## src/design/bbcg_pkg.sv

```systemverilog
`default_nettype none
package bbcg_pkg;

    localparam int SAMPLES_DEF = 128;
    localparam int PRESS_W     = 23;
    localparam int OUT_W       = 24;
    localparam int STEP_W      = 16;
    localparam logic [STEP_W-1:0] GATE_STEP_RST = 16'd1037;

    // Result phase codes
    localparam logic [1:0] PH_GATE    = 2'd0;
    localparam logic [1:0] PH_COLLECT = 2'd1;
    localparam logic [1:0] PH_ACCEPT  = 2'd2;
    localparam logic [1:0] PH_REJECT  = 2'd3;

    typedef enum logic {
        T_IDLE,
        T_CALIB
    } top_state_t;

    typedef enum logic [2:0] {
        E_IDLE,
        E_DIV,
        E_LOAD,
        E_CAND,
        E_SCAN,
        E_FENCE
    } eng_state_t;

    // Calibration engine status toward the top level
    typedef struct packed {
        logic               done;
        logic               clean;
        logic [PRESS_W-1:0] mean;
    } cal_status_t;

endpackage
`default_nettype wire

```

## src/design/bbcg_ram.sv

```systemverilog
`default_nettype none
module bbcg_ram #(
    parameter int WIDTH = 23,
    parameter int DEPTH = 128
) (
    input  wire logic                     clk,
    input  wire logic                     we,
    input  wire logic [$clog2(DEPTH)-1:0] waddr,
    input  wire logic [WIDTH-1:0]         wdata,
    input  wire logic [$clog2(DEPTH)-1:0] raddr,
    output logic      [WIDTH-1:0]         rdata
);

    logic [WIDTH-1:0] mem [DEPTH];

    // Write port and registered read port
    always_ff @(posedge clk)
    begin
        if (we)
        begin
            mem[waddr] <= wdata;
        end
        rdata <= mem[raddr];
    end

endmodule
`default_nettype wire

```

## src/design/bbcg_calib.sv

```systemverilog
`default_nettype none
module bbcg_calib #(
    parameter int SAMPLES = bbcg_pkg::SAMPLES_DEF
) (
    input  wire logic                                       clk,
    input  wire logic                                       rst_n,
    input  wire logic                                       start,
    input  wire logic [bbcg_pkg::PRESS_W+$clog2(SAMPLES)-1:0] sum,
    input  wire logic [bbcg_pkg::PRESS_W-1:0]               min_val,
    input  wire logic [bbcg_pkg::PRESS_W-1:0]               max_val,
    output logic      [$clog2(SAMPLES)-1:0]                 raddr,
    input  wire logic [bbcg_pkg::PRESS_W-1:0]               rdata,
    output bbcg_pkg::cal_status_t                           status
);

    localparam int PW    = bbcg_pkg::PRESS_W;
    localparam int IW    = $clog2(SAMPLES);
    localparam int CW    = $clog2(SAMPLES + 1);
    localparam int SUM_W = PW + IW;
    localparam int FW    = PW + 4;

    // Reciprocal of SAMPLES: exact mean for every sum below 2^31
    localparam int RK = 40;
    localparam int RW = 38;
    localparam int RH = RW / 2;
    localparam int AW = SUM_W + RW;
    localparam logic [RW-1:0] RECIP = RW'((64'd1 << RK) / SAMPLES + 1);

    localparam logic [CW-1:0] K1A = CW'(SAMPLES / 4 - 1);
    localparam logic [CW-1:0] K1B = CW'(SAMPLES / 4);
    localparam logic [CW-1:0] K3A = CW'((3 * SAMPLES) / 4 - 1);
    localparam logic [CW-1:0] K3B = CW'((3 * SAMPLES) / 4);
    localparam logic [IW-1:0] LAST_IDX = IW'(SAMPLES - 1);

    bbcg_pkg::eng_state_t state_reg, state_next;

    logic [AW-1:0]    acc_reg;
    logic [IW-1:0]    i_reg;
    logic [IW-1:0]    j_reg;
    logic [PW-1:0]    cand_reg;
    logic [CW-1:0]    lt_reg;
    logic [CW-1:0]    le_reg;
    logic [PW-1:0]    q1a_reg, q1b_reg, q3a_reg, q3b_reg;

    logic [RH-1:0]       mul_b;
    logic [SUM_W+RH-1:0] prod;
    logic [CW-1:0]    lt_next, le_next;
    logic             scan_last;

    logic signed [FW-1:0] q1x2, q3x2, two_iqr, upper, lower, mx2, mn2;

    // Mean: low half of the reciprocal at start, high half in the following E_DIV state
    assign mul_b = (state_reg == bbcg_pkg::E_DIV) ? RECIP[RW-1:RH] : RECIP[RH-1:0];
    assign prod  = {{RH{1'b0}}, sum} * {{SUM_W{1'b0}}, mul_b};

    // Rank counters for the current candidate
    assign lt_next   = lt_reg + CW'(rdata < cand_reg);
    assign le_next   = le_reg + CW'(rdata <= cand_reg);
    assign scan_last = (j_reg == LAST_IDX);

    // Fences at twice scale
    assign q1x2    = $signed({4'b0, q1a_reg}) + $signed({4'b0, q1b_reg});
    assign q3x2    = $signed({4'b0, q3a_reg}) + $signed({4'b0, q3b_reg});
    assign two_iqr = (q3x2 - q1x2) <<< 1;
    assign upper   = q3x2 + two_iqr;
    assign lower   = q1x2 - two_iqr;
    assign mx2     = $signed({3'b0, max_val, 1'b0});
    assign mn2     = $signed({3'b0, min_val, 1'b0});

    // Next state
    always_comb
    begin
        state_next = state_reg;
        unique case (state_reg)
            bbcg_pkg::E_IDLE:  if (start) state_next = bbcg_pkg::E_DIV;
            bbcg_pkg::E_DIV:   state_next = bbcg_pkg::E_LOAD;
            bbcg_pkg::E_LOAD:  state_next = bbcg_pkg::E_CAND;
            bbcg_pkg::E_CAND:  state_next = bbcg_pkg::E_SCAN;
            bbcg_pkg::E_SCAN:
            begin
                if (scan_last)
                begin
                    state_next = (i_reg == LAST_IDX) ? bbcg_pkg::E_FENCE : bbcg_pkg::E_LOAD;
                end
            end
            bbcg_pkg::E_FENCE: state_next = bbcg_pkg::E_IDLE;
            default:           state_next = bbcg_pkg::E_IDLE;
        endcase
    end

    // Outputs: read address and status
    always_comb
    begin
        raddr        = '0;
        status.done  = 1'b0;
        status.clean = (mx2 <= upper) && (mn2 >= lower);
        status.mean  = acc_reg[RK +: PW];
        unique case (state_reg)
            bbcg_pkg::E_LOAD:  raddr = i_reg;
            bbcg_pkg::E_SCAN:  raddr = j_reg + 1'b1;
            bbcg_pkg::E_FENCE: status.done = 1'b1;
            default:           raddr = '0;
        endcase
    end

    // Control registers
    always_ff @(posedge clk or negedge rst_n)
    begin
        if (!rst_n)
        begin
            state_reg <= bbcg_pkg::E_IDLE;
        end
        else
        begin
            state_reg <= state_next;
        end
    end

    // Datapath registers
    always_ff @(posedge clk)
    begin
        case (state_reg)
            bbcg_pkg::E_IDLE:
            begin
                acc_reg <= {{(RW-RH){1'b0}}, prod};
                i_reg   <= '0;
            end
            bbcg_pkg::E_DIV:
            begin
                acc_reg <= acc_reg + {prod, {RH{1'b0}}};
            end
            bbcg_pkg::E_CAND:
            begin
                cand_reg <= rdata;
                lt_reg   <= '0;
                le_reg   <= '0;
                j_reg    <= '0;
            end
            bbcg_pkg::E_SCAN:
            begin
                lt_reg <= lt_next;
                le_reg <= le_next;
                j_reg  <= j_reg + 1'b1;
                if (scan_last)
                begin
                    // Capture the candidate for each rank it covers
                    if (lt_next <= K1A && K1A < le_next) q1a_reg <= cand_reg;
                    if (lt_next <= K1B && K1B < le_next) q1b_reg <= cand_reg;
                    if (lt_next <= K3A && K3A < le_next) q3a_reg <= cand_reg;
                    if (lt_next <= K3B && K3B < le_next) q3b_reg <= cand_reg;
                    i_reg <= i_reg + 1'b1;
                end
            end
            default:
            begin
                cand_reg <= cand_reg;
            end
        endcase
    end

endmodule
`default_nettype wire

```

## src/design/baro_baseline_calibrate_gate.sv

```systemverilog
// Barometer baseline gate. Each input beat yields one output beat. A gating or
// collecting beat loads the result register at its accepting edge and moves to
// the output register when that is empty or being read; no new input beat is
// taken while the result register is full. The beat that ends a collection runs
// the calibration engine on the sample memory (one read port): a reciprocal
// multiply in two halves for the mean (the start cycle and E_DIV), then a rank
// count that reads every stored sample once per stored sample (E_LOAD, E_CAND
// and E_SCAN for each candidate), then E_FENCE for the fences. Its result
// register loads when the engine reports done, and the input stays stalled
// until then. One more input beat may be taken while a result waits at the
// output.
`default_nettype none
module baro_baseline_calibrate_gate #(
    parameter int SAMPLES = bbcg_pkg::SAMPLES_DEF
) (
    input  wire logic        clk,
    input  wire logic        rst_n,
    // Configuration: gate_step
    input  wire logic        cfg_we,
    input  wire logic [15:0] cfg_wdata,
    // Input stream
    input  wire logic        s_axis_tvalid,
    output logic             s_axis_tready,
    input  wire logic [23:0] s_axis_tdata,  // [22:0] pressure, [23] zero
    input  wire logic [0:0]  s_axis_tuser,  // [0] armed
    // Output stream
    output logic             m_axis_tvalid,
    input  wire logic        m_axis_tready,
    output logic [23:0]      m_axis_tdata,  // [23:0] relative_pressure
    output logic [1:0]       m_axis_tuser   // [1:0] phase
);

    localparam int PW    = bbcg_pkg::PRESS_W;
    localparam int OW    = bbcg_pkg::OUT_W;
    localparam int IW    = $clog2(SAMPLES);
    localparam int CW    = $clog2(SAMPLES + 1);
    localparam int SUM_W = PW + IW;
    localparam int GW    = OW + 2;
    localparam logic [CW-1:0]        SAMPLES_C = CW'(SAMPLES);
    localparam logic signed [GW-1:0] OUT_MAX   = GW'(8388607);
    localparam logic signed [GW-1:0] OUT_MIN   = -GW'(8388608);

    bbcg_pkg::top_state_t state_reg, state_next;

    logic [15:0]       gate_step_reg;
    logic              armed_seen_reg;
    logic              calibrated_reg;
    logic [CW-1:0]     count_reg;
    logic [SUM_W-1:0]  sum_reg;
    logic [PW-1:0]     baseline_reg;
    logic [OW-1:0]     last_reg;
    logic [PW-1:0]     min_reg, max_reg;
    logic              res_valid_reg;
    logic [OW-1:0]     res_data_reg;
    logic [1:0]        res_phase_reg;
    logic              out_valid_reg;
    logic [OW-1:0]     out_data_reg;
    logic [1:0]        out_phase_reg;

    logic              in_fire;
    logic [PW-1:0]     pressure;
    logic              armed_now;
    logic              is_collect;
    logic              is_finish;
    logic              cal_start;
    logic              out_load;
    logic signed [GW-1:0] raw, lo, hi, clamped;
    logic [OW-1:0]     gated;

    logic [IW-1:0]     ram_raddr;
    logic [PW-1:0]     ram_rdata;
    bbcg_pkg::cal_status_t cal_status;

    assign pressure   = s_axis_tdata[PW-1:0];
    assign in_fire    = s_axis_tvalid && s_axis_tready;
    assign armed_now  = armed_seen_reg | s_axis_tuser[0];
    assign is_collect = armed_now && !calibrated_reg && (count_reg < SAMPLES_C);
    assign is_finish  = armed_now && !calibrated_reg && !(count_reg < SAMPLES_C);

    // Slew limit around the last output, then saturate
    always_comb
    begin
        raw = $signed({3'b0, baseline_reg}) - $signed({3'b0, pressure});
        lo  = $signed({{2{last_reg[OW-1]}}, last_reg}) - $signed({10'b0, gate_step_reg});
        hi  = $signed({{2{last_reg[OW-1]}}, last_reg}) + $signed({10'b0, gate_step_reg});
        if (raw < lo)
        begin
            clamped = lo;
        end
        else if (raw > hi)
        begin
            clamped = hi;
        end
        else
        begin
            clamped = raw;
        end
        if (clamped > OUT_MAX)
        begin
            gated = OUT_MAX[OW-1:0];
        end
        else if (clamped < OUT_MIN)
        begin
            gated = OUT_MIN[OW-1:0];
        end
        else
        begin
            gated = clamped[OW-1:0];
        end
    end

    // Next state
    always_comb
    begin
        state_next = state_reg;
        unique case (state_reg)
            bbcg_pkg::T_IDLE:  if (in_fire && is_finish) state_next = bbcg_pkg::T_CALIB;
            bbcg_pkg::T_CALIB: if (cal_status.done) state_next = bbcg_pkg::T_IDLE;
            default:           state_next = bbcg_pkg::T_IDLE;
        endcase
    end

    // State outputs
    always_comb
    begin
        s_axis_tready = 1'b0;
        cal_start     = 1'b0;
        unique case (state_reg)
            bbcg_pkg::T_IDLE:
            begin
                s_axis_tready = !res_valid_reg;
                cal_start     = in_fire && is_finish;
            end
            bbcg_pkg::T_CALIB:
            begin
                s_axis_tready = 1'b0;
            end
            default:
            begin
                s_axis_tready = 1'b0;
            end
        endcase
    end

    assign out_load      = res_valid_reg && (!out_valid_reg || m_axis_tready);
    assign m_axis_tvalid = out_valid_reg;
    assign m_axis_tdata  = out_data_reg;
    assign m_axis_tuser  = out_phase_reg;

    // Control state
    always_ff @(posedge clk or negedge rst_n)
    begin
        if (!rst_n)
        begin
            state_reg      <= bbcg_pkg::T_IDLE;
            gate_step_reg  <= bbcg_pkg::GATE_STEP_RST;
            armed_seen_reg <= 1'b0;
            calibrated_reg <= 1'b0;
            count_reg      <= '0;
            sum_reg        <= '0;
            baseline_reg   <= '0;
            last_reg       <= '0;
            res_valid_reg  <= 1'b0;
            out_valid_reg  <= 1'b0;
        end
        else
        begin
            state_reg <= state_next;
            if (cfg_we)
            begin
                gate_step_reg <= cfg_wdata;
            end
            if (in_fire)
            begin
                armed_seen_reg <= armed_now;
                if (is_collect)
                begin
                    count_reg     <= count_reg + 1'b1;
                    sum_reg       <= sum_reg + SUM_W'(pressure);
                    last_reg      <= '0;
                    res_valid_reg <= 1'b1;
                end
                else if (!is_finish)
                begin
                    last_reg      <= gated;
                    res_valid_reg <= 1'b1;
                end
            end
            // Finish calibration: keep the mean, accept or restart collection
            if (state_reg == bbcg_pkg::T_CALIB && cal_status.done)
            begin
                baseline_reg  <= cal_status.mean;
                res_valid_reg <= 1'b1;
                if (cal_status.clean)
                begin
                    calibrated_reg <= 1'b1;
                end
                else
                begin
                    count_reg <= '0;
                    sum_reg   <= '0;
                end
            end
            if (out_load)
            begin
                res_valid_reg <= 1'b0;
                out_valid_reg <= 1'b1;
            end
            else if (m_axis_tready)
            begin
                out_valid_reg <= 1'b0;
            end
        end
    end

    // Result payload and running extremes
    always_ff @(posedge clk)
    begin
        if (in_fire && is_collect)
        begin
            res_data_reg  <= '0;
            res_phase_reg <= bbcg_pkg::PH_COLLECT;
            if (count_reg == '0 || pressure < min_reg)
            begin
                min_reg <= pressure;
            end
            if (count_reg == '0 || pressure > max_reg)
            begin
                max_reg <= pressure;
            end
        end
        else if (in_fire && !is_finish)
        begin
            res_data_reg  <= gated;
            res_phase_reg <= bbcg_pkg::PH_GATE;
        end
        else if (state_reg == bbcg_pkg::T_CALIB && cal_status.done)
        begin
            res_data_reg  <= last_reg;
            res_phase_reg <= cal_status.clean ? bbcg_pkg::PH_ACCEPT : bbcg_pkg::PH_REJECT;
        end
        if (out_load)
        begin
            out_data_reg  <= res_data_reg;
            out_phase_reg <= res_phase_reg;
        end
    end

    bbcg_ram #(
        .WIDTH (PW),
        .DEPTH (SAMPLES)
    ) u_store (
        .clk   (clk),
        .we    (in_fire && is_collect),
        .waddr (count_reg[IW-1:0]),
        .wdata (pressure),
        .raddr (ram_raddr),
        .rdata (ram_rdata)
    );

    bbcg_calib #(
        .SAMPLES (SAMPLES)
    ) u_calib (
        .clk     (clk),
        .rst_n   (rst_n),
        .start   (cal_start),
        .sum     (sum_reg),
        .min_val (min_reg),
        .max_val (max_reg),
        .raddr   (ram_raddr),
        .rdata   (ram_rdata),
        .status  (cal_status)
    );

endmodule
`default_nettype wire

```

## config.mk

```make
export PLATFORM = sky130hd
export DESIGN_NAME = baro_baseline_calibrate_gate
export DESIGN_NICKNAME = d
export VERILOG_FILES = /design/src/design/bbcg_pkg.sv /design/src/design/bbcg_ram.sv /design/src/design/bbcg_calib.sv /design/src/design/baro_baseline_calibrate_gate.sv
export SDC_FILE = /design/constraint.sdc
export NUM_CORES = 2
export LEC_CHECK = 0
export BUFFER_PORTS_ARGS = -buffer_cell sky130_fd_sc_hd__buf_2
export CORE_MARGIN = 2
export CORE_UTILIZATION = 25
export DETAILED_ROUTE_END_ITERATION = 16
export HOLD_SLACK_MARGIN = 0.12
export PLACE_DENSITY = 0.35
export SLEW_MARGIN = 20
export SYNTH_ARGS = -nofsm -noshare
export SYNTH_HDL_FRONTEND = slang
export SYNTH_SLANG_ARGS = --single-unit
```

## constraint.sdc

```tcl
create_clock -name clk -period 9.5 [get_ports clk]
set_clock_uncertainty 0.1 [all_clocks]
set_input_delay 0.95 -clock clk [delete_from_list [all_inputs] [get_ports clk]]
set_output_delay 0.95 -clock clk [all_outputs]
set_load 0.1 [all_outputs]
```

==> results.md <==
Outcome:
- The flow ran to the end, and the final reports show no timing, DRC or antenna violations.

Synth:
- The share of synthesized area occupied by flip-flops and latches is 0.687.
- The largest area contributor in the netlist is sky130_fd_sc_hd__edfxtp_1.
- The synthesized area per cell is 16.7 um^2.
- The commonest cells after synthesis are 3205 x sky130_fd_sc_hd__edfxtp_1, 736 x sky130_fd_sc_hd__mux4_2, 641 x sky130_fd_sc_hd__nand2_1, 439 x sky130_fd_sc_hd__ha_1, 426 x sky130_fd_sc_hd__nor2_1.
- The number of storage elements in the synthesis netlist is 3363.
- The number of different library cells used by synthesis comes to 96.
- The leading cell type by number of instances after synthesis is sky130_fd_sc_hd__edfxtp_1.
- The proportion of register bits with asynchronous set or reset after synthesis is 0.0324.
- The most used flip-flop cell after synthesis is sky130_fd_sc_hd__edfxtp_1.
- The number of instances in the synthesized netlist is 8689.
- During synthesis, Yosys emitted a total of 0 warnings.
- By area the synthesized netlist is led by sky130_fd_sc_hd__edfxtp_1 66%, sky130_fd_sc_hd__mux4_2 11%, sky130_fd_sc_hd__ha_1 3.8%.
- The summed instance area of the synthesized netlist is 0.145 mm^2.
- The area fraction of the dominant cell type after synthesis is 0.662.
- Yosys mapped a number of flops with a built-in enable equal to 3205.

Global routing:
- The first global-routing pass estimated 676000 um of wire.
- The fraction of met3 tracks used by global routing is 0.0205.
- For met1 alone, demand over resource in global routing was 0.230.
- The number of global-route vias before repair is 84300.
- The initial antenna violation count is 41.
- In the global route stage, overall resource usage came out at 0.161.
- For met2 alone, demand over resource in global routing was 0.260.
- Summed over all layers, the global routing overflow is 0.
- The pin count of the biggest net entering global routing is 125.
- The global routing stage identified its most utilized layer as met2.

Clocking:
- The clock-pin slew of the registers on the worst-case setup and hold paths is 0.06 ns.
- In this run the number of H-tree levels came out at 5.
- The clock tree root buffer cell is sky130_fd_sc_hd__clkbuf_16.
- The clock passes through at most 4 buffers.
- The clock buffer count from CTS is 397.
- The TritonCTS sink count is 3363.
- The clock latency at the later pin of the worst-skew pair is 1.03 ns.
- The TritonCTS clock tree is built.

Timing:
- The total of endpoints with negative setup slack in the final report is 0.
- The clock period minus final worst setup slack is 8.88 ns.
- After layout, the worst setup slack is 0.624 ns.
- The number of hold violations in the final report came to 0.
- Setup repair after global routing left no endpoint under its margin.
- The max-slew violation count is 0.
- The worst-margin pin slew is 1.23 ns.
- The sum of negative setup slack is 0 ns.
- The final worst-path cycle share is 0.934.
- The maximum clock frequency is 0.113 GHz.
- The remaining max-slew budget at the tightest pin is 0.176.

Power:
- IR analysis of the VDD net gives a maximum drop of 0.000148 V.
- The ratio of total power to cell area is 186 mW/mm^2.
- The leakage power summed over all cells is 57.6 nW.

Worst setup path:
- The kind of capture point of the worst setup path is a flip-flop.
- The type of origin of the critical path is a flip-flop.
- The endpoint arrival time on the critical path is 9.57 ns.
- The cell occurring most often along the worst timing path is sky130_fd_sc_hd__ha_1.
- The critical setup path kind is flip-flop to flip-flop.
- Among all stages on the critical path, the largest delay is contributed by sky130_fd_sc_hd__a221o_1.
- The number of cells on the worst reg-to-reg path is 42.
- The maximum single-stage delay on the critical path is 0.42 ns.
- The endpoint required time on the critical path is 10.19 ns.
- The largest fanout of any net on the critical path is 39.

Run:
- The tool flagged a number of max-cap violations equal to 0.

Detailed routing:
- The total wirelength of the detailed-routed design is 487000 um.
- The detail-routed net length per standard cell is 28.3 um.
- The number of remaining DRC errors is 0.
- The count of nets left with antenna violations once routing finished came out at 0.
- Dividing the detail-routed via count by the number of cells gives 4.72.
- The detailed router placed 81300 vias in this run.
- The number of iterations in the first detailed-routing pass is 5.
- For this block, the initial DRC count from the detailed router was 6128.

Floorplan:
- The die area is 0.588 mm^2.
- The width of the die is 767 um.
- For this configuration, the core starts out at a cell density of 0.251.
- Row generation in the floorplan step produced 280 rows.
- The die is 767 um tall.
- The total core area is 0.581 mm^2.
- The I/O pin total is 74.

Placed design:
- The placed wire-length estimate after detailed placement is 299000 um.
- Once placement completed, the tool counted placed cells totaling 16400.
- Buffers placed on the I/O ports in this run total 72.
- The setup slack at placement is 0.452 ns.
- The placer congestion estimate is 0.786.

Finish:
- The share of cells above drive strength 1 is 0.202.
- The area growth from synthesis to layout is 17.1%.
- The register with the most flip-flops in the layout has 2944 of them.
- Excluding fillers, the count of instances in the completed layout stands at 17200.
- The post-layout net count is 9603.
- The flip-flop and latch area is 0.100 mm^2.
- After filler insertion, the fill cell instance count of the layout stands at 57500.
- The multi-input logic area is 0.0436 mm^2.

Hold path:
- The kind of path behind the tightest hold check is primary input to flip-flop.
- Along the worst hold path, the cell count comes to 1.
[cell usage in the layout, fill, tap and decap left out, types with 94 or more instances in the layout]
cell | netlist | final
sky130_fd_sc_hd__and2_1 | 226 | 226
sky130_fd_sc_hd__edfxtp_1 | 3205 | 3205
sky130_fd_sc_hd__a311oi_1 | 97 | 97
sky130_fd_sc_hd__ha_1 | 439 | 439
sky130_fd_sc_hd__clkinv_1 | 0 | 102
sky130_fd_sc_hd__nor2_2 | 0 | 109
sky130_fd_sc_hd__clkbuf_1 | 294 | 95
sky130_fd_sc_hd__a31oi_1 | 122 | 120
sky130_fd_sc_hd__buf_4 | 1 | 298
sky130_fd_sc_hd__a211oi_1 | 286 | 280
sky130_fd_sc_hd__inv_1 | 276 | 276
sky130_fd_sc_hd__xnor2_1 | 169 | 168
sky130_fd_sc_hd__xor2_1 | 96 | 94
sky130_fd_sc_hd__a21o_1 | 131 | 130
sky130_fd_sc_hd__clkbuf_16 | 0 | 403
sky130_fd_sc_hd__a21oi_1 | 306 | 299
sky130_fd_sc_hd__o21ai_0 | 189 | 189
sky130_fd_sc_hd__nand2_1 | 641 | 637
sky130_fd_sc_hd__dfrtp_1 | 105 | 105
sky130_fd_sc_hd__nor2_1 | 426 | 292
sky130_fd_sc_hd__mux4_2 | 736 | 736
[stage by stage]
stage	instance area, um^2	util	hold WS (ns)	power [mW]
4_1_cts	170000	0.293	0.181	32.1
3_5_place_dp	158000	0.271	0.313	17.2
6_report	170000	0.293	0.242	31.6
5_1_grt	170000	0.293	0.191	32.7
3_3_place_gp	158000	0.271	0.312	17.2
2_1_floorplan	145000	-	0.303	16.8
[final timing paths]
path / from / to / slack, ns
max in group asynchronous: rst_n / sum_reg[4] / 7.53
hold / removal: s_axis_tdata[7] / u_store.mem[59][7] / 0.24
min in group asynchronous: rst_n / last_reg[8] / 0.45
setup / recovery: u_calib.q1b_reg[0] / sum_reg[22] / 0.62
setup reg to reg: u_calib.q1b_reg[0] / sum_reg[22] / 0.62
hold reg to reg: res_data_reg[17] / m_axis_tdata[17] / 0.31
[layout make-up]
class | instances | area share
diodes | 27 | 0.000397
clock buffers | 508 | 0.0621
clock inverters | 209 | 0.0108
inverters | 277 | 0.00610
multi-input cells | 4648 | 0.256
flip-flops and latches | 3363 | 0.587
well taps | 7755 | 0.0570
repair buffers | 420 | 0.0209
[timing repair]
item,4_1_cts,5_1_grt
endpoints found under the hold margin,86,0
hold buffers,20,0
setup buffers,0,0
resized for setup,0,4
setup endpoints to repair,0,39
[routing by layer]
metal,part of all wire,vias to the layer above
met5,0.000027,-
met4,0.025,2
met3,0.045,570
met2,0.46,1781
met1,0.47,43500
li1,-,35400
[cells by family after synthesis]
logic type / Yosys count / share of synthesized area
flops: 3363 / 0.687
simple gates: 1689 / 0.0534
compound gates: 1426 / 0.0665
mux: 785 / 0.118
buf+inv: 693 / 0.0180
fa+ha+maj: 458 / 0.0399
xor+xnor: 274 / 0.0172
other cells: 1 / 0.0000258
[critical path: cells and delay by family, from the launching register on]
family,cells,cell delay [ns]
compound gates,16,3.65
xor+xnor,3,0.69
fa+ha+maj,6,1.77
buf+inv,6,0.79
simple gates,11,1.33
flops,1,0.33
[power by group]
| part | leakage, nW | internal, mW | total, mW | switching [mW] |
|---|---|---|---|---|
| sequential | 30.6 | 16.2 | 16.2 | 0.00428 |
| clock | 6.03 | 8.40 | 14.7 | 6.33 |
| combinational | 20.9 | 0.158 | 0.688 | 0.530 |
| total | 57.6 | 24.8 | 31.6 | 6.87 |
Power figures use the tool's default switching activity.
